<file path="src/lgs_pkg.sv">
// Package with the shared types and constants of the Life generation engine.
package lgs_pkg;

   localparam int KIND_W  = 1;
   localparam int INDEX_W = 5;
   localparam int CELLS_W = 20;

   localparam logic [KIND_W-1:0] KIND_LOAD    = 1'b0;
   localparam logic [KIND_W-1:0] KIND_ADVANCE = 1'b1;

   typedef enum logic [1:0] {
      ST_IDLE,
      ST_FILL,
      ST_CALC
   } seq_state_type;

endpackage

</file>
<file path="src/life_req_if.sv">
// Request channel interface: load or advance words going into the engine.
interface life_req_if;
   logic                           valid;
   logic                           ready;
   logic [lgs_pkg::KIND_W-1:0]     kind;
   logic [lgs_pkg::INDEX_W-1:0]    row_index;
   logic [lgs_pkg::CELLS_W-1:0]    row_cells;

   modport source (output valid, kind, row_index, row_cells, input ready);
   modport sink   (input valid, kind, row_index, row_cells, output ready);
endinterface

</file>
<file path="src/life_rsp_if.sv">
// Response channel interface: one word for each row of a new generation.
interface life_rsp_if;
   logic                           valid;
   logic                           ready;
   logic [lgs_pkg::INDEX_W-1:0]    out_row_index;
   logic [lgs_pkg::CELLS_W-1:0]    out_row_cells;
   logic                           last_row;

   modport source (output valid, out_row_index, out_row_cells, last_row, input ready);
   modport sink   (input valid, out_row_index, out_row_cells, last_row, output ready);
endinterface

</file>
<file path="src/lgs_grid_mem.sv">
// Grid memory: one row per entry, registered read, per-row valid bits for reset.
module lgs_grid_mem #(
   parameter int ROWS = 20,
   parameter int COLS = 20
) (
   input  logic                    clock,
   input  logic                    reset,
   input  logic                    wr_en,
   input  logic [$clog2(ROWS)-1:0] wr_addr,
   input  logic [COLS-1:0]         wr_data,
   input  logic                    rd_en,
   input  logic [$clog2(ROWS)-1:0] rd_addr,
   output logic [COLS-1:0]         rd_data
);

   logic [COLS-1:0] mem [ROWS];
   logic [ROWS-1:0] row_valid_ff;
   logic [COLS-1:0] rdata_ff;
   logic            rvalid_ff;

   always_ff @(posedge clock) begin
      if (wr_en) begin
         mem[wr_addr] <= wr_data;
      end
      if (rd_en) begin
         rdata_ff <= mem[rd_addr];
      end
   end

   always_ff @(posedge clock) begin
      if (reset) begin
         row_valid_ff <= '0;
         rvalid_ff    <= 1'b0;
      end else begin
         if (wr_en) begin
            row_valid_ff[wr_addr] <= 1'b1;
         end
         if (rd_en) begin
            rvalid_ff <= row_valid_ff[rd_addr];
         end
      end
   end

   // A row never written since reset reads as all dead.
   assign rd_data = rvalid_ff ? rdata_ff : '0;

endmodule

</file>
<file path="src/lgs_rule.sv">
// Life rule for one row: neighbor counts and survive/birth decision per column.
module lgs_rule #(
   parameter int COLS = 20
) (
   input  logic [COLS-1:0] up_row,
   input  logic [COLS-1:0] mid_row,
   input  logic [COLS-1:0] dn_row,
   output logic [COLS-1:0] next_row
);

   logic [COLS+1:0] up_pad;
   logic [COLS+1:0] mid_pad;
   logic [COLS+1:0] dn_pad;

   // Dead cells are padded on both sides so that edges do not wrap.
   assign up_pad  = {1'b0, up_row, 1'b0};
   assign mid_pad = {1'b0, mid_row, 1'b0};
   assign dn_pad  = {1'b0, dn_row, 1'b0};

   for (genvar c = 0; c < COLS; c++) begin : g_col
      logic [3:0] count;
      assign count = 4'(up_pad[c]) + 4'(up_pad[c+1]) + 4'(up_pad[c+2])
                   + 4'(mid_pad[c]) + 4'(mid_pad[c+2])
                   + 4'(dn_pad[c]) + 4'(dn_pad[c+1]) + 4'(dn_pad[c+2]);
      assign next_row[c] = (count == 4'd3) || (mid_row[c] && (count == 4'd2));
   end

endmodule

</file>
<file path="src/life_generation_step.sv">
// Top level of the Life generation engine: sequencer, output register, grid memory and rule.
//
//   channel  dir  word
//   req_ch   in   kind, row_index, row_cells (load one row or advance)
//   rsp_ch   out  out_row_index, out_row_cells, last_row (one per new row)
//
// A load writes its row into the grid memory as it is taken. An advance issues
// the first read from ST_IDLE, primes the row window in ST_FILL, then puts out
// one row per cycle in ST_CALC while rsp_ch is not stalled, limited by the single
// read port of the grid memory. Reset clears the per-row valid bits, so the grid
// reads as all dead at once. A stalled rsp_ch holds the sweep on its current row;
// requests are taken only between sweeps.
module life_generation_step #(
   parameter int ROWS = 20,
   parameter int COLS = 20
) (
   input  logic       clock,
   input  logic       reset,
   life_req_if.sink   req_ch,
   life_rsp_if.source rsp_ch
);

   localparam int RowAW = $clog2(ROWS);

   lgs_pkg::seq_state_type state_ff, state_in;
   logic [RowAW-1:0]               r_ff, r_in;
   logic [COLS-1:0]                up_ff, up_in;
   logic [COLS-1:0]                mid_ff, mid_in;
   logic                           rsp_valid_ff, rsp_valid_in;
   logic [lgs_pkg::INDEX_W-1:0]    rsp_idx_ff, rsp_idx_in;
   logic [lgs_pkg::CELLS_W-1:0]    rsp_cells_ff, rsp_cells_in;
   logic                           rsp_last_ff, rsp_last_in;

   logic                           wr_en;
   logic [RowAW-1:0]               wr_addr;
   logic [COLS-1:0]                wr_data;
   logic                           rd_en;
   logic [RowAW-1:0]               rd_addr;
   logic [COLS-1:0]                rd_data;
   logic [COLS-1:0]                dn_row;
   logic [COLS-1:0]                next_row;

   logic                           is_last;
   logic                           slot_free;
   logic                           load_in_range;
   logic [RowAW-1:0]               load_addr;
   logic [COLS-1:0]                load_cells;
   logic [RowAW:0]                 read_ahead;
   logic [RowAW+lgs_pkg::INDEX_W-1:0] load_addr_ext;
   logic [COLS+lgs_pkg::CELLS_W-1:0]  load_cells_ext;
   logic [RowAW+lgs_pkg::INDEX_W-1:0] out_idx_ext;
   logic [COLS+lgs_pkg::CELLS_W-1:0]  out_cells_ext;

   assign is_last        = (r_ff == RowAW'(ROWS - 1));
   assign slot_free      = !rsp_valid_ff || rsp_ch.ready;
   assign load_in_range  = (7'(req_ch.row_index) < 7'(ROWS));
   assign load_addr_ext  = {{RowAW{1'b0}}, req_ch.row_index};
   assign load_addr      = load_addr_ext[RowAW-1:0];
   // Bits beyond the last column are dropped.
   assign load_cells_ext = {{COLS{1'b0}}, req_ch.row_cells};
   assign load_cells     = load_cells_ext[COLS-1:0];
   assign read_ahead     = (RowAW+1)'(r_ff) + (RowAW+1)'(2);
   assign dn_row         = is_last ? '0 : rd_data;
   assign out_idx_ext    = {{lgs_pkg::INDEX_W{1'b0}}, r_ff};
   assign out_cells_ext  = {{lgs_pkg::CELLS_W{1'b0}}, next_row};

   always_comb begin
      state_in     = state_ff;
      r_in         = r_ff;
      up_in        = up_ff;
      mid_in       = mid_ff;
      rsp_valid_in = rsp_valid_ff;
      rsp_idx_in   = rsp_idx_ff;
      rsp_cells_in = rsp_cells_ff;
      rsp_last_in  = rsp_last_ff;
      wr_en        = 1'b0;
      wr_addr      = r_ff;
      wr_data      = next_row;
      rd_en        = 1'b0;
      rd_addr      = '0;

      if (rsp_valid_ff && rsp_ch.ready) begin
         rsp_valid_in = 1'b0;
      end

      unique case (state_ff)
         lgs_pkg::ST_IDLE: begin
            if (req_ch.valid) begin
               if (req_ch.kind == lgs_pkg::KIND_LOAD) begin
                  wr_en   = load_in_range;
                  wr_addr = load_addr;
                  wr_data = load_cells;
               end else begin
                  rd_en    = 1'b1;
                  rd_addr  = '0;
                  state_in = lgs_pkg::ST_FILL;
               end
            end
         end
         lgs_pkg::ST_FILL: begin
            // Row 0 arrives now; the row above it lies outside the grid.
            up_in    = '0;
            mid_in   = rd_data;
            rd_en    = 1'b1;
            rd_addr  = RowAW'(1);
            r_in     = '0;
            state_in = lgs_pkg::ST_CALC;
         end
         lgs_pkg::ST_CALC: begin
            if (slot_free) begin
               // The old row r stays in the window, so writing the new one back is safe.
               wr_en        = 1'b1;
               wr_addr      = r_ff;
               wr_data      = next_row;
               rsp_valid_in = 1'b1;
               rsp_idx_in   = out_idx_ext[lgs_pkg::INDEX_W-1:0];
               rsp_cells_in = out_cells_ext[lgs_pkg::CELLS_W-1:0];
               rsp_last_in  = is_last;
               up_in        = mid_ff;
               mid_in       = dn_row;
               if (is_last) begin
                  state_in = lgs_pkg::ST_IDLE;
               end else begin
                  r_in = r_ff + RowAW'(1);
                  if (read_ahead < (RowAW+1)'(ROWS)) begin
                     rd_en   = 1'b1;
                     rd_addr = read_ahead[RowAW-1:0];
                  end
               end
            end
         end
         default: begin
            state_in = lgs_pkg::ST_IDLE;
         end
      endcase
   end

   always_ff @(posedge clock) begin
      if (reset) begin
         state_ff     <= lgs_pkg::ST_IDLE;
         rsp_valid_ff <= 1'b0;
         r_ff         <= '0;
      end else begin
         state_ff     <= state_in;
         rsp_valid_ff <= rsp_valid_in;
         r_ff         <= r_in;
      end
   end

   always_ff @(posedge clock) begin
      up_ff        <= up_in;
      mid_ff       <= mid_in;
      rsp_idx_ff   <= rsp_idx_in;
      rsp_cells_ff <= rsp_cells_in;
      rsp_last_ff  <= rsp_last_in;
   end

   assign req_ch.ready         = (state_ff == lgs_pkg::ST_IDLE);
   assign rsp_ch.valid         = rsp_valid_ff;
   assign rsp_ch.out_row_index = rsp_idx_ff;
   assign rsp_ch.out_row_cells = rsp_cells_ff;
   assign rsp_ch.last_row      = rsp_last_ff;

   lgs_grid_mem #(
      .ROWS (ROWS),
      .COLS (COLS)
   ) u_grid_mem (
      .clock   (clock),
      .reset   (reset),
      .wr_en   (wr_en),
      .wr_addr (wr_addr),
      .wr_data (wr_data),
      .rd_en   (rd_en),
      .rd_addr (rd_addr),
      .rd_data (rd_data)
   );

   lgs_rule #(
      .COLS (COLS)
   ) u_rule (
      .up_row   (up_ff),
      .mid_row  (mid_ff),
      .dn_row   (dn_row),
      .next_row (next_row)
   );

endmodule

</file>
<file path="src/flat_wrapper.sv">
// flat-port wrapper written by rule: the top's interface ports become plain ports
module life_generation_step_flat 
#(
   parameter int ROWS = 20,
   parameter int COLS = 20
)
  (clock, reset, req_ch_valid, req_ch_kind, req_ch_row_index, req_ch_row_cells, req_ch_ready, rsp_ch_valid, rsp_ch_out_row_index, rsp_ch_out_row_cells, rsp_ch_last_row, rsp_ch_ready);
  life_req_if req_ch_i ();
  life_rsp_if rsp_ch_i ();
  input  logic clock;
  input  logic reset;
  input wire logic [$bits(req_ch_i.valid)-1:0] req_ch_valid;
  input wire logic [$bits(req_ch_i.kind)-1:0] req_ch_kind;
  input wire logic [$bits(req_ch_i.row_index)-1:0] req_ch_row_index;
  input wire logic [$bits(req_ch_i.row_cells)-1:0] req_ch_row_cells;
  output wire logic [$bits(req_ch_i.ready)-1:0] req_ch_ready;
  output wire logic [$bits(rsp_ch_i.valid)-1:0] rsp_ch_valid;
  output wire logic [$bits(rsp_ch_i.out_row_index)-1:0] rsp_ch_out_row_index;
  output wire logic [$bits(rsp_ch_i.out_row_cells)-1:0] rsp_ch_out_row_cells;
  output wire logic [$bits(rsp_ch_i.last_row)-1:0] rsp_ch_last_row;
  input wire logic [$bits(rsp_ch_i.ready)-1:0] rsp_ch_ready;
  assign req_ch_i.valid = req_ch_valid;
  assign req_ch_i.kind = req_ch_kind;
  assign req_ch_i.row_index = req_ch_row_index;
  assign req_ch_i.row_cells = req_ch_row_cells;
  assign req_ch_ready = req_ch_i.ready;
  assign rsp_ch_valid = rsp_ch_i.valid;
  assign rsp_ch_out_row_index = rsp_ch_i.out_row_index;
  assign rsp_ch_out_row_cells = rsp_ch_i.out_row_cells;
  assign rsp_ch_last_row = rsp_ch_i.last_row;
  assign rsp_ch_i.ready = rsp_ch_ready;
  life_generation_step #(.ROWS(ROWS), .COLS(COLS)) u_core (.clock(clock), .reset(reset), .req_ch(req_ch_i), .rsp_ch(rsp_ch_i));
endmodule
</file>
<file path="config.mk">
export PLATFORM = sky130hd
export DESIGN_NAME = life_generation_step_flat
export DESIGN_NICKNAME = d
export VERILOG_FILES = /design/src/lgs_pkg.sv /design/src/life_req_if.sv /design/src/life_rsp_if.sv /design/src/lgs_grid_mem.sv /design/src/lgs_rule.sv /design/src/life_generation_step.sv /design/src/flat_wrapper.sv
export SDC_FILE = /design/constraint.sdc
export NUM_CORES = 1
export LEC_CHECK = 0
export BUFFER_PORTS_ARGS = -buffer_cell sky130_fd_sc_hd__buf_2
export CORE_UTILIZATION = 45
export DETAILED_ROUTE_END_ITERATION = 10
export GPL_ROUTABILITY_DRIVEN = 0
export GPL_TIMING_DRIVEN = 0
export PLACE_DENSITY = 0.68
export SLEW_MARGIN = 30
export SYNTH_ARGS = -nofsm -noshare
export SYNTH_HDL_FRONTEND = slang
export SYNTH_SLANG_ARGS = --single-unit
</file>
<file path="constraint.sdc">
create_clock -name clock -period 10.51 [get_ports clock]
set_input_delay 2.102 -clock clock [delete_from_list [all_inputs] [get_ports clock]]
set_output_delay 2.102 -clock clock [all_outputs]
set_load 0.01 [all_outputs]
</file>
# Word-level counts from Yosys, hierarchy flattened
# Memories as Yosys holds them, arrays and structs flattened. A register that Yosys moved wholly into a read port is not among the register bits.
# Index checks and enable logic that the tools add are counted.
[op_classes]
eq_ne = 48
magnitude_cmp = 5
add_sub_neg = 135
n_reduce_logical = 50
bitwise = 1
mux = 43
[op_table]
columns = ["operator", "n"]
rows = [
  ["$add A4 B1 Y4", 76],
  ["$eq A4 B2 Y1 const B", 40],
  ["$mux W20", 7],
  ["$pmux W20 S2", 2],
  ["$add A3 B1 Y4", 19],
  ["$add A2 B1 Y3", 19],
  ["$mux W5", 8],
  ["$add A1 B1 Y2", 19],
  ["$logic_and A1 B1 Y1", 22],
  ["$logic_or A1 B1 Y1", 21],
  ["$or A20 B20 Y20", 1],
  ["$pmux W5 S2", 2],
  ["$mux W1", 15],
  ["$lt A5 B6 Y1 const B", 2],
  ["$mux W2", 4],
  ["$add A5 B2 Y6 const B", 1],
  ["$lt A6 B5 Y1 const B", 1],
  ["$ne A2 B2 Y1 const B", 3],
  ["$pmux W2 S3", 1],
  ["$add A5 B1 Y5 const B", 1],
  ["$bmux W1 S5", 1],
  ["$demux W1 S5", 1],
  ["$eq A5 B5 Y1 const B", 1],
  ["$ge A5 B1 Y1 const B", 1],
  ["other kinds (12)", 14],
]
[word_totals]
wordCells = 293
ramBits = 400
memories = 1
out_inout_bits = 28
inputBits = 30
reg_bits = 95
[memory_table]
columns = ["memory", "depth", "width", "read_ports", "rd_clocked_by_memory_dff", "wr", "line_no", "rtl"]
rows = [
  ["u_core.u_grid_mem.mem", 20, 20, 1, 1, 1, "lgs_grid_mem.sv:16", "logic [COLS-1:0] mem [ROWS];"],
]

# Depth between registers and ports, before layout
# Gate-level depths: netlist of run 1.
[logic_depth]
word_depth = 13
depth_mapped = 18
mapped_depth_nobuf = 16

# Cells and area by module
# Synthesis of run 1 repeated with hierarchy kept, for this count alone.
[unflattened]
cells_unflattened = 1460
area_unflattened_um2 = 23699.0
[modules_own_cells]
columns = ["mod", "area_per_inst_um2", "n_inst", "cells_each"]
rows = [
  ["lgs_grid_mem", 16998.8, 1, 848],
  ["life_generation_step", 3388.2, 1, 244],
  ["lgs_rule", 3311.9, 1, 368],
]

# Worst setup path before layout of run 1
# Ideal clock, no wire load.
[synth_timing]
path_type = "input to register"
from = "input port rsp_ch_ready"
to = "register u_core.r_ff[3]"
path_stages = 6
path_slack_ps = 4378
setup_time_ps = 115
arrival_time_ps = 6017
path_cell_list = "nor2b_1 > a21boi_0 > nand2_1 > nor2_1 > xnor2_1 > nor2_1"
[synth_via]
elab_chain_cells = 3
[synth_rtl]
columns = ["item", "line_no", "rtl"]
rows = [
  ["start: declaration", "flat_wrapper.sv:21", "input wire logic [$bits(rsp_ch_i.ready)-1:0] rsp_ch_ready;"],
  ["$logic_or A1 B1 Y1", "life_generation_step.sv:55", "assign slot_free = !rsp_valid_ff || rsp_ch.ready;"],
  ["$ne A2 B1 Y1 (no line)", "n/a", ""],
  ["$reduce_and A3 Y1 (no line)", "n/a", ""],
  ["end signal: assignment", "life_generation_step.sv:146", "r_ff <= r_in;"],
  ["end: declaration", "life_generation_step.sv:26", "logic [RowAW-1:0] r_ff, r_in;"],
]
# Every way passes these cells.
# A chain may end at the register's enable or synchronous reset.

# Worst setup path in the final report of run 1
[layout_timing]
from = "register u_core.r_ff[1]"
to = "memory u_core.u_grid_mem.mem[1][1] (data pin)"
[layout_via]
elab_chain_cells = 11
elab_cells_between_ends = 12
[layout_rtl]
columns = ["item", "line_no", "rtl"]
rows = [
  ["$eq A5 B5 Y1 (*)", "life_generation_step.sv:54", "assign is_last = (r_ff == RowAW'(ROWS - 1));"],
  ["$mux W20 (*)", "life_generation_step.sv:63", "assign dn_row = is_last ? '0 : rd_data;"],
  ["$add A4 B1 Y4 (2 in series)", "lgs_rule.sv:24", "+ 4'(dn_pad[c]) + 4'(dn_pad[c+1]) + 4'(dn_pad[c+2]);"],
  ["$add A4 B1 Y4 (*)", "lgs_rule.sv:24", ""],
  ["$eq A4 B2 Y1", "lgs_rule.sv:25", "assign next_row[c] = (count == 4'd3) || (mid_row[c] && (count == 4'd2));"],
  ["$logic_and A1 B1 Y1", "lgs_rule.sv:25", ""],
  ["$logic_or A1 B1 Y1 (*)", "lgs_rule.sv:25", ""],
  ["named net u_core.next_row[1]", "life_generation_step.sv:41", "logic [COLS-1:0] next_row;"],
  ["$mux W20", "life_generation_step.sv:89", "if (req_ch.kind == lgs_pkg::KIND_LOAD) begin"],
  ["$mux W20", "life_generation_step.sv:88", "if (req_ch.valid) begin"],
  ["$mux W20 (*)", "n/a", ""],
  ["named net u_core.u_grid_mem.wr_data[1]", "lgs_grid_mem.sv:10", "input logic [COLS-1:0] wr_data,"],
  ["end: declaration", "lgs_grid_mem.sv:16", ""],
]
# The timed path passes the listed nets; every way through them passes the cells marked *.

==> impl_metrics.yaml, run 1 <==
critical_path:
  crit_type: "register to register"
  cp_data_required_time_ns: 10.80
  crit_path_max_fanout: 20
  worstPathArrival_ns: 6.08
  cp-end-kind: "register"
  crit_path_start_kind: "register"
  rrSetupSlack_ns: 4.72
yosys:
  netlist-cell-type-count: 55
  async_flop_share_pct: 0
  synth-edff-count: 486
  yosysWarnings: 0
  yosysTopAreaCell: "edfxtp_1"
  syn-cell-area_um2: 23200
  ys_ff_latch: 515
  ys.flop_type: "edfxtp_1"
  syn_inst: 1414
  yosysTopAreaCellShare_pct: 62.9
  syn-mean-instance-area_um2: 16.4
  synth.net_count: 1568
  synth_area_leaders: "edfxtp_1 63%, mux4_2 9.7%, fa_1 5.2%"
  ys_seq_area_share_pct: 65.4
cells_and_area:
  diodes: 0
  drive_above_1_share_pct: 22.3
  fin_nets: 1701
  post-route-util_pct: 53.0
  fin_cells: 2257
  area_growth_pct: 15.3
place:
  numPortBuffers: 56
  dp_hpwl_um: 35500
  dpl.cell_count: 2166
  post-place-ws_ns: 4.74
clock_network:
  cts_buffers: 51
  cts_max_level: 2
  path_clk_slew_ns: 0.06
  cts_resized: 0
  ctsHoldBuffers: 0
  cts.sinks: 515
  clk-insertion-delay-late_ns: 0.58
  postCtsSetupRepairBufs: 0
  tritoncts: "yes"
  cts_root_buf: "clkbuf_16"
  cts_buffer_depth: 3
route:
  routed_wl_um: 50000
  routed_via_density: 5.59
  wl_per_cell_um: 22.1
  ant_nets: 0
  vias: 12600
  first_pass_iters: 5
  drtIter0Drc: 1159
  drc: 0
worst_hold_path:
  min_path_type: "register to register"
global_route:
  antenna_found_initial: 0
  grt_pass1_wl_um: 76500
  grt_pass1_vias: 13000
  grt-ovfl-total: 0
  grt_busiest_layer: "met2"
  met3_usage_pct: 2.76
  grt_max_degree: 21
  grtUsageMet2_pct: 33.6
  use_met1_pct: 25.1
  grt_use_total_pct: 19.3
status:
  status: "complete, no violations"
die:
  die_w_um: 229
  coreArea_um2: 50500
  std_cell_rows: 82
  io_pins: 58
  die_h_um: 229
  die-area_um2: 52500
  start_util_pct: 46.0
sta:
  max_clock_freq_mhz: 173
  fin_worst_skew_ns: 0.0127
  finalSetupViolations: 0
  tns_ns: 0
  rsz0062_at_grt: "no"
  post-route-period-util_pct: 55.1
  maxSlewHeadroom_pct: 37.1
  hold_viol: 0
  fin_ws_ns: 4.72
  drv_slew: 0
  worst_slew_pin_slew_ns: 0.939
  period_minus_slack_ns: 5.79
pwr:
  p_leak_nw: 9.42
  power_density_nw_per_um2: 354
  total_power_w: 0.00949
  peakVddDrop_mv: 0.175
flow_run:
  maxCapViolations: 0
[state kept, by name, summed over array words and instances, names as in the netlist]
name / count
u_core.r_ff: 5
u_core.u_grid_mem.rvalid_ff: 1
u_core.rsp_ch.out_row_index: 5
u_core.up_ff: 20
u_core.u_grid_mem.row_valid_ff: 20
u_core.state_ff: 2
u_core.u_grid_mem.rdata_ff: 20
u_core.rsp_ch.last_row: 1
u_core.rsp_ch.out_row_cells: 20
u_core.mid_ff: 20
u_core.u_grid_mem.mem: 400
u_core.rsp_ch.valid: 1
[synth_stat cells (15+ instances only)]
cell type and count:
edfxtp_1 486, nor2_1 125, inv_1 108, mux4_2 100, nand2_1 78, ha_1 64, fa_1 60, a22oi_1 42
nand3_1 34, clkbuf_1 29, dfxtp_1 29, and3_1 28, mux2_2 17, o21ai_0 17, xnor2_1 17, a31o_2 16
a211oi_1 15, xor2_1 15
[area by class of cell]
type	instances	area, um2
clock inverter	27	243
multi-input combinational	731	7520
tap	672	841
buffer	59	315
sequential	515	15200
inverter	109	409
fill	3988	23700
timing repair buffer	80	928
clock buffer	64	1350
[layout by cell type (no fill, tap or decap), types with 12 or more instances in the layout]
| master | count |
|---|---|
| a211oi_1 | 15 |
| a22oi_1 | 42 |
| a31o_2 | 16 |
| and3_1 | 28 |
| buf_16 | 23 |
| buf_2 | 62 |
| buf_4 | 13 |
| clkbuf_1 | 41 |
| clkbuf_16 | 52 |
| clkinv_1 | 12 |
| dfxtp_1 | 29 |
| edfxtp_1 | 486 |
| fa_1 | 60 |
| ha_1 | 64 |
| inv_1 | 108 |
| mux2_2 | 17 |
| mux4_2 | 100 |
| nand2_1 | 78 |
| nand3_1 | 34 |
| nor2_1 | 104 |
| nor2_4 | 21 |
| nor3b_1 | 12 |
| o221a_2 | 14 |
| xnor2_1 | 17 |
| xor2_1 | 15 |
[path summary, 6_finish.rpt]
path | from | endpoint | cells after the start
setup / recovery | u_core.r_ff[1] | u_core.u_grid_mem.mem[1][1] | 17
hold / removal | u_core.r_ff[4] | u_core.rsp_ch.out_row_index[4] | 0
setup reg to reg | u_core.r_ff[1] | u_core.u_grid_mem.mem[1][1] | 17
hold reg to reg | u_core.r_ff[4] | u_core.rsp_ch.out_row_index[4] | 0
[worst max-delay path, cell delays in order (launching register included)]
cell and delay [ns]:
dfxtp_1 0.36, ha_1 0.24, nand4bb_1 0.14, and2_1 0.19
clkbuf_1 0.54, buf_1 0.62, nand2_1 0.19, fa_1 0.58
fa_1 0.42, inv_1 0.08, fa_1 0.18, inv_1 0.05
fa_1 0.37, a2111oi_0 0.39, a21oi_1 0.08, nor3_1 0.46
nand2_1 0.11, nand2_1 0.50
[power breakdown]
| part | internal, W | switching [W] | leakage, nW | total [W] |
|---|---|---|---|---|
| clock | 0.00100 | 0.000744 | 0.772 | 0.00175 |
| combinational | 0.00132 | 0.00258 | 3.96 | 0.00390 |
| sequential | 0.00371 | 0.000139 | 4.70 | 0.00384 |
[stage by stage]
stage               hold WS [ns]  cell area, um2
floorplan                  0.409           23200
global placement           0.426           24300
detailed placement         0.447           25200
CTS                        0.458           26800
global route               0.455           26800
finish                     0.447           26800
[kinds of logic after synthesis]
family | Yosys count | synth area share (%)
XOR/XNOR | 32 | 1.21
adder cells (fa/ha/maj) | 124 | 8.62
AO/OA/AOI/OAI | 149 | 5.02
buffers and inverters | 168 | 3.12
AND/OR/NAND/NOR | 306 | 6.03
multiplexers | 120 | 10.7
flip-flops | 515 | 65.4
[metal layers]
layer,up-vias,wire (um)
li1,5668,-
met1,6522,20600
met2,349,25600
met3,78,2520
met4,0,1270
met5,-,0
No activity file was read; power rests on OpenSTA's default activity.
==> run 2: changes to the inputs <==
ABC_AREA = 1   (was default)
clock period = 5.38 ns   (was 10.51 ns; I/O delays follow)
==> run 2 against run 1 <==
  * First-iteration DRC count rose by 23%
  * Non-clock buffer count rose by 30
  * Hold slack improved by 0.011 ns
  * Wire length rose by 14%
  * Critical path depth did not move
  * Global-route usage rose by 1.7 points
  * Critical path type unchanged
  * Die area rose by 5.1%
  * Via count rose by 29%
  * Fmax rose by 16%
==> impl_metrics.yaml, run 2 <==
critical_path:
  cp-end-kind: "register"
  cp_data_required_time_ns: 5.72
  worstPathArrival_ns: 5.35
  crit_path_max_fanout: 20
  crit_path_start_kind: "register"
  crit_type: "register to register"
cells_and_area:
  final_common_cell: "nand2_1"
  drive_above_1_share_pct: 9.74
  fin_cells: 3077
  diodes: 0
  final_cell_mix: "498 x nand2_1, 486 x edfxtp_1, 323 x inv_1"
  regMostFlops: "u_core.u_grid_mem.mem"
  largest_register_ff_count: 400
  area_growth_pct: 13.5
  fin_nets: 2493
global_route:
  grt-ovfl-total: 0
  grt_use_total_pct: 21.0
  antenna_found_initial: 0
  grt_pass1_wl_um: 90300
  grt_max_degree: 27
  grt_pass1_vias: 16400
clock_network:
  cts_resized: 3
  cts_max_level: 2
  path_clk_slew_ns: 0.06
  cts_buffers: 53
  ctsHoldBuffers: 0
  postCtsSetupRepairBufs: 0
  cts_buffer_depth: 3
  tritoncts: "yes"
  cts_root_buf: "clkbuf_16"
  clk-insertion-delay-late_ns: 0.60
  cts.sinks: 515
yosys:
  synth.net_count: 2369
  netlist-cell-type-count: 37
  ys.flop_type: "edfxtp_1"
  synth_area_leaders: "edfxtp_1 60%, nand2_1 7.9%, inv_1 5.0%"
  yosysWarnings: 0
  ys_seq_area_share_pct: 62.1
  syn_inst: 2215
  ys_ff_latch: 515
  async_flop_share_pct: 0
  synth-edff-count: 486
  synth_common_cells: "515 x nand2_1, 486 x edfxtp_1, 324 x inv_1"
  syn-cell-area_um2: 24400
  yosysTopAreaCell: "edfxtp_1"
  yosysMostFrequentCell: "nand2_1"
  syn-mean-instance-area_um2: 11.0
  yosysTopAreaCellShare_pct: 59.8
route:
  routed_via_density: 5.28
  drc: 0
  drtIter0Drc: 1430
  ant_nets: 0
  wl_per_cell_um: 18.6
  vias: 16200
  first_pass_iters: 6
  routed_wl_um: 57200
die:
  start_util_pct: 45.5
  io_pins: 58
  die_w_um: 235
  coreArea_um2: 53700
  die-area_um2: 55200
  die_h_um: 235
  std_cell_rows: 85
place:
  dp_hpwl_um: 40600
  dpl.cell_count: 2981
  numPortBuffers: 57
sta:
  period_minus_slack_ns: 5.01
  post-route-period-util_pct: 93.1
  fin_worst_skew_ns: 0.0150
  maxSlewHeadroom_pct: 37.7
  drv_slew: 0
  hold_viol: 0
  rsz0062_at_grt: "no"
  tns_ns: 0
  finalSetupViolations: 0
  worst_slew_pin_slew_ns: 0.929
  max_clock_freq_mhz: 200
status:
  status: "complete, no violations"
flow_run:
  maxCapViolations: 0
worst_hold_path:
  min_path_type: "register to register"
## run 2: cell count changes in the layout (fill, tap and decap cells not counted), sizes merged, moves of 52 or more
cell | previous run | this run
inv | 109 | 328
mux4 | 100 | 0
nand2 | 78 | 517
nand3 | 34 | 134
nor2 | 126 | 178
o211ai | 5 | 120
## run 2: area by class of cell
type | count | area (um2)
fillers | 4543 | 26000
repair buffers | 70 | 594
plain buffers | 99 | 438
flip-flops and latches | 515 | 15200
multi-input cells | 1273 | 7790
clock inverters | 29 | 203
well taps | 696 | 871
inverters | 327 | 1230
clock buffers | 68 | 1420
## run 2: through the flow
stage | cell area [um2] | hold WS (ns) | util [%] | worst slack, ns
detailed placement | 26100 | 0.445 | 48.5 | -0.138
global route | 27700 | 0.474 | 51.6 | 0.0421
global placement | 25600 | 0.434 | 47.6 | -0.606
CTS | 27700 | 0.461 | 51.6 | 0.0839
floorplan | 24400 | 0.409 | - | 1.17
finish | 27700 | 0.458 | 51.6 | 0.371
## run 2: worst max-delay path, stage by stage, from the launching register on
cell	delay, ns
dfxtp_1	0.42
ha_1	0.24
nand2_1	0.07
inv_1	0.05
nand2_1	0.12
clkbuf_1	0.48
nand2_1	0.34
xor2_1	0.25
ha_1	0.28
inv_1	0.04
fa_1	0.46
fa_1	0.53
nor2_1	0.08
fa_1	0.51
o221ai_1	0.12
a21oi_1	0.27
nand2_1	0.12
nand2_2	0.38
## run 2: worst paths after layout
| kind | startpoint | slack (ns) | cells past startpoint | to |
|---|---|---|---|---|
| setup / recovery | u_core.r_ff[1] | 0.37 | 17 | u_core.u_grid_mem.mem[4][3] |
| hold / removal | u_core.r_ff[3] | 0.46 | 0 | u_core.rsp_ch.out_row_index[3] |
| setup reg to reg | u_core.r_ff[1] | 0.37 | 17 | u_core.u_grid_mem.mem[4][3] |
| hold reg to reg | u_core.r_ff[3] | 0.46 | 0 | u_core.rsp_ch.out_row_index[3] |
## run 2: logic make-up after synthesis
kind of cell / count (synthesis) / synth area share [%]
xor gates and xnor gates: 31 / 1.11
AOI/OAI and AO/OA: 265 / 7.64
DFF: 515 / 62.1
buffers and inverters: 427 / 6.82
adders and majority gates: 124 / 8.20
and+or+nand+nor: 853 / 14.1
## run 2: routing by layer
layer | vias up | wire [um] | track usage [%] | share of wire, %
met3 | 93 | 3600 | 2.75 | 6.3
met5 | - | 0 | 0 | 0
met2 | 519 | 28400 | 36.4 | 50
li1 | 7744 | - | - | -
met1 | 7893 | 23800 | 27.3 | 42
met4 | 0 | 1400 | 6.58 | 2.4
Power of run 2 is not shown: default switching activity piles up to over one toggle a cycle in this logic, so the estimate is an artifact.
==> run 3: changes to the inputs <==
CORE_ASPECT_RATIO = 1.5   (was default)
==> run 3 against run 2 <==
  * Die area barely moved
  * Via count is essentially flat
  * First-iteration DRC count decreased by 14%
  * Worst setup slack worse by 0.10 ns
  * Critical path type unchanged
  * Critical endpoint is now u_core.u_grid_mem.mem[7][12]
  * Largest cell class unchanged
  * Highest routed layer unchanged
==> impl_metrics.yaml, run 3 (synthesized netlist as in run 2, its figures left out) <==
critical_path:
  cp_num_buf_inv: 3
  cpPeakStageDelay_ns: 0.53
  crit_path_max_fanout: 20
  cp_data_required_time_ns: 5.67
  crit_type: "register to register"
  crit_slowest_cell: "fa_1"
  worstPathArrival_ns: 5.40
  crit_path_start_kind: "register"
  path_cells: "ha_1, nand2_1, inv_1, nand2_1, clkbuf_1, nand2_1, xor2_1, ha_1, inv_1, fa_1, fa_1, nor2_1, fa_1, o221ai_1, a21oi_1, nand2_1, nand2_2"
  cp-end-kind: "register"
  cp_num_cells: 17
  reg2reg_depth: 17
  crit_top_cell: "nand2_1"
  crit_family: "adder cells"
die:
  start_util_pct: 45.6
  io_pins: 58
  die_h_um: 287
  die_w_um: 192
  std_cell_rows: 104
  die-area_um2: 55200
  coreArea_um2: 53600
flow_run:
  maxCapViolations: 0
sta:
  post-route-period-util_pct: 95.0
  period_minus_slack_ns: 5.11
  finalSetupViolations: 0
  rsz0062_at_grt: "no"
  max_clock_freq_mhz: 196
  worst_slew_pin_slew_ns: 0.791
  fin_worst_skew_ns: 0.0270
  hold_viol: 0
  maxSlewHeadroom_pct: 47.1
  drv_slew: 0
cells_and_area:
  diodes: 0
  drive_above_1_share_pct: 9.67
  largest_register_ff_count: 400
  nFillCells: 4613
  multi_input_comb_area_um2: 7790
  ff_latch_area_um2: 15200
  final_cell_mix: "498 x nand2_1, 486 x edfxtp_1, 323 x inv_1"
  fin_cells: 3057
  area_growth_pct: 12.4
  final_common_cell: "nand2_1"
  regMostFlops: "u_core.u_grid_mem.mem"
  fin_nets: 2489
clock_network:
  tritoncts: "yes"
  path_clk_slew_ns: 0.07
  cts_resized: 5
  ctsHoldBuffers: 0
  cts_root_buf: "clkbuf_16"
  cts_buffers: 44
  cts_max_level: 2
  cts_buffer_depth: 3
  clk-insertion-delay-late_ns: 0.57
  cts.sinks: 515
  postCtsSetupRepairBufs: 0
route:
  wl_met1_um: 20600
  ant_nets: 0
  dr_wl_met2_um: 31800
  met3_length_um: 3030
  first_pass_iters: 8
  routed_via_density: 5.32
  top_layer: "met4"
  wl_per_cell_um: 19.0
  drtIter0Drc: 1227
  routed_wl_um: 58100
  vias: 16300
  drc: 0
worst_hold_path:
  min_path_type: "register to register"
  min_path_cells: 0
global_route:
  antenna_found_initial: 0
  grt_pass1_wl_um: 88700
  grt_pass1_vias: 16300
  grt_max_degree: 22
  grt-ovfl-total: 0
  grt_use_total_pct: 21.2
place:
  dpl.cell_count: 2978
  dp_hpwl_um: 42300
  numPortBuffers: 57
status:
  status: "complete, no violations"
==> run 3: cell count changes in the layout (fill, tap and decap cells not counted), moves of 7 or more <==
| cell | change |
|---|---|
| buf_8 | +12 |
| clkbuf_1 | -8 |
| buf_16 | -7 |
| clkbuf_16 | -9 |
==> run 3: area by class of cell <==
class                      instances  share of cell area (%)
inverter                         327                    4.47
clock inverter                    28                   0.847
timing repair buffer              74                    2.05
clock buffer                      51                    4.26
multi-input combinational       1273                    28.4
sequential                       515                    55.3
buffer                           100                    1.61
tap                              689                    3.14
==> run 3: path summary, 6_finish.rpt <==
kind                   from                        endpoint  slack [ns]
max          u_core.r_ff[1]    u_core.u_grid_mem.mem[7][12]        0.27
min          u_core.r_ff[3]  u_core.rsp_ch.out_row_index[3]        0.46
max reg2reg  u_core.r_ff[1]    u_core.u_grid_mem.mem[7][12]        0.27
min reg2reg  u_core.r_ff[3]  u_core.rsp_ch.out_row_index[3]        0.46
==> run 3: per-layer routing <==
metal  global-route usage (%)  vias to the layer above
li1                         -                     7713
met1                     22.8                     7848
met2                     40.8                      561
met3                     1.89                      141
met4                     10.0                        0
met5                        0                        -
==> run 3: through the flow <==
| step | util (%) | TNS, ns | worst slack [ns] | hold slack (ns) | instance area [um2] |
|---|---|---|---|---|---|
| after detailed placement | 48.5 | -16.99 | -0.296 | 0.444 | 26000 |
| final | 51.2 | 0 | 0.269 | 0.460 | 27500 |
| after global routing | 51.2 | 0 | 0.0186 | 0.476 | 27500 |
| after floorplan | - | 0 | 1.17 | 0.409 | 24400 |
| after CTS | 51.2 | 0 | 0.0362 | 0.464 | 27400 |
| after global placement | 47.7 | -272.66 | -0.891 | 0.421 | 25600 |
Power of run 3 is left out for the same reason.
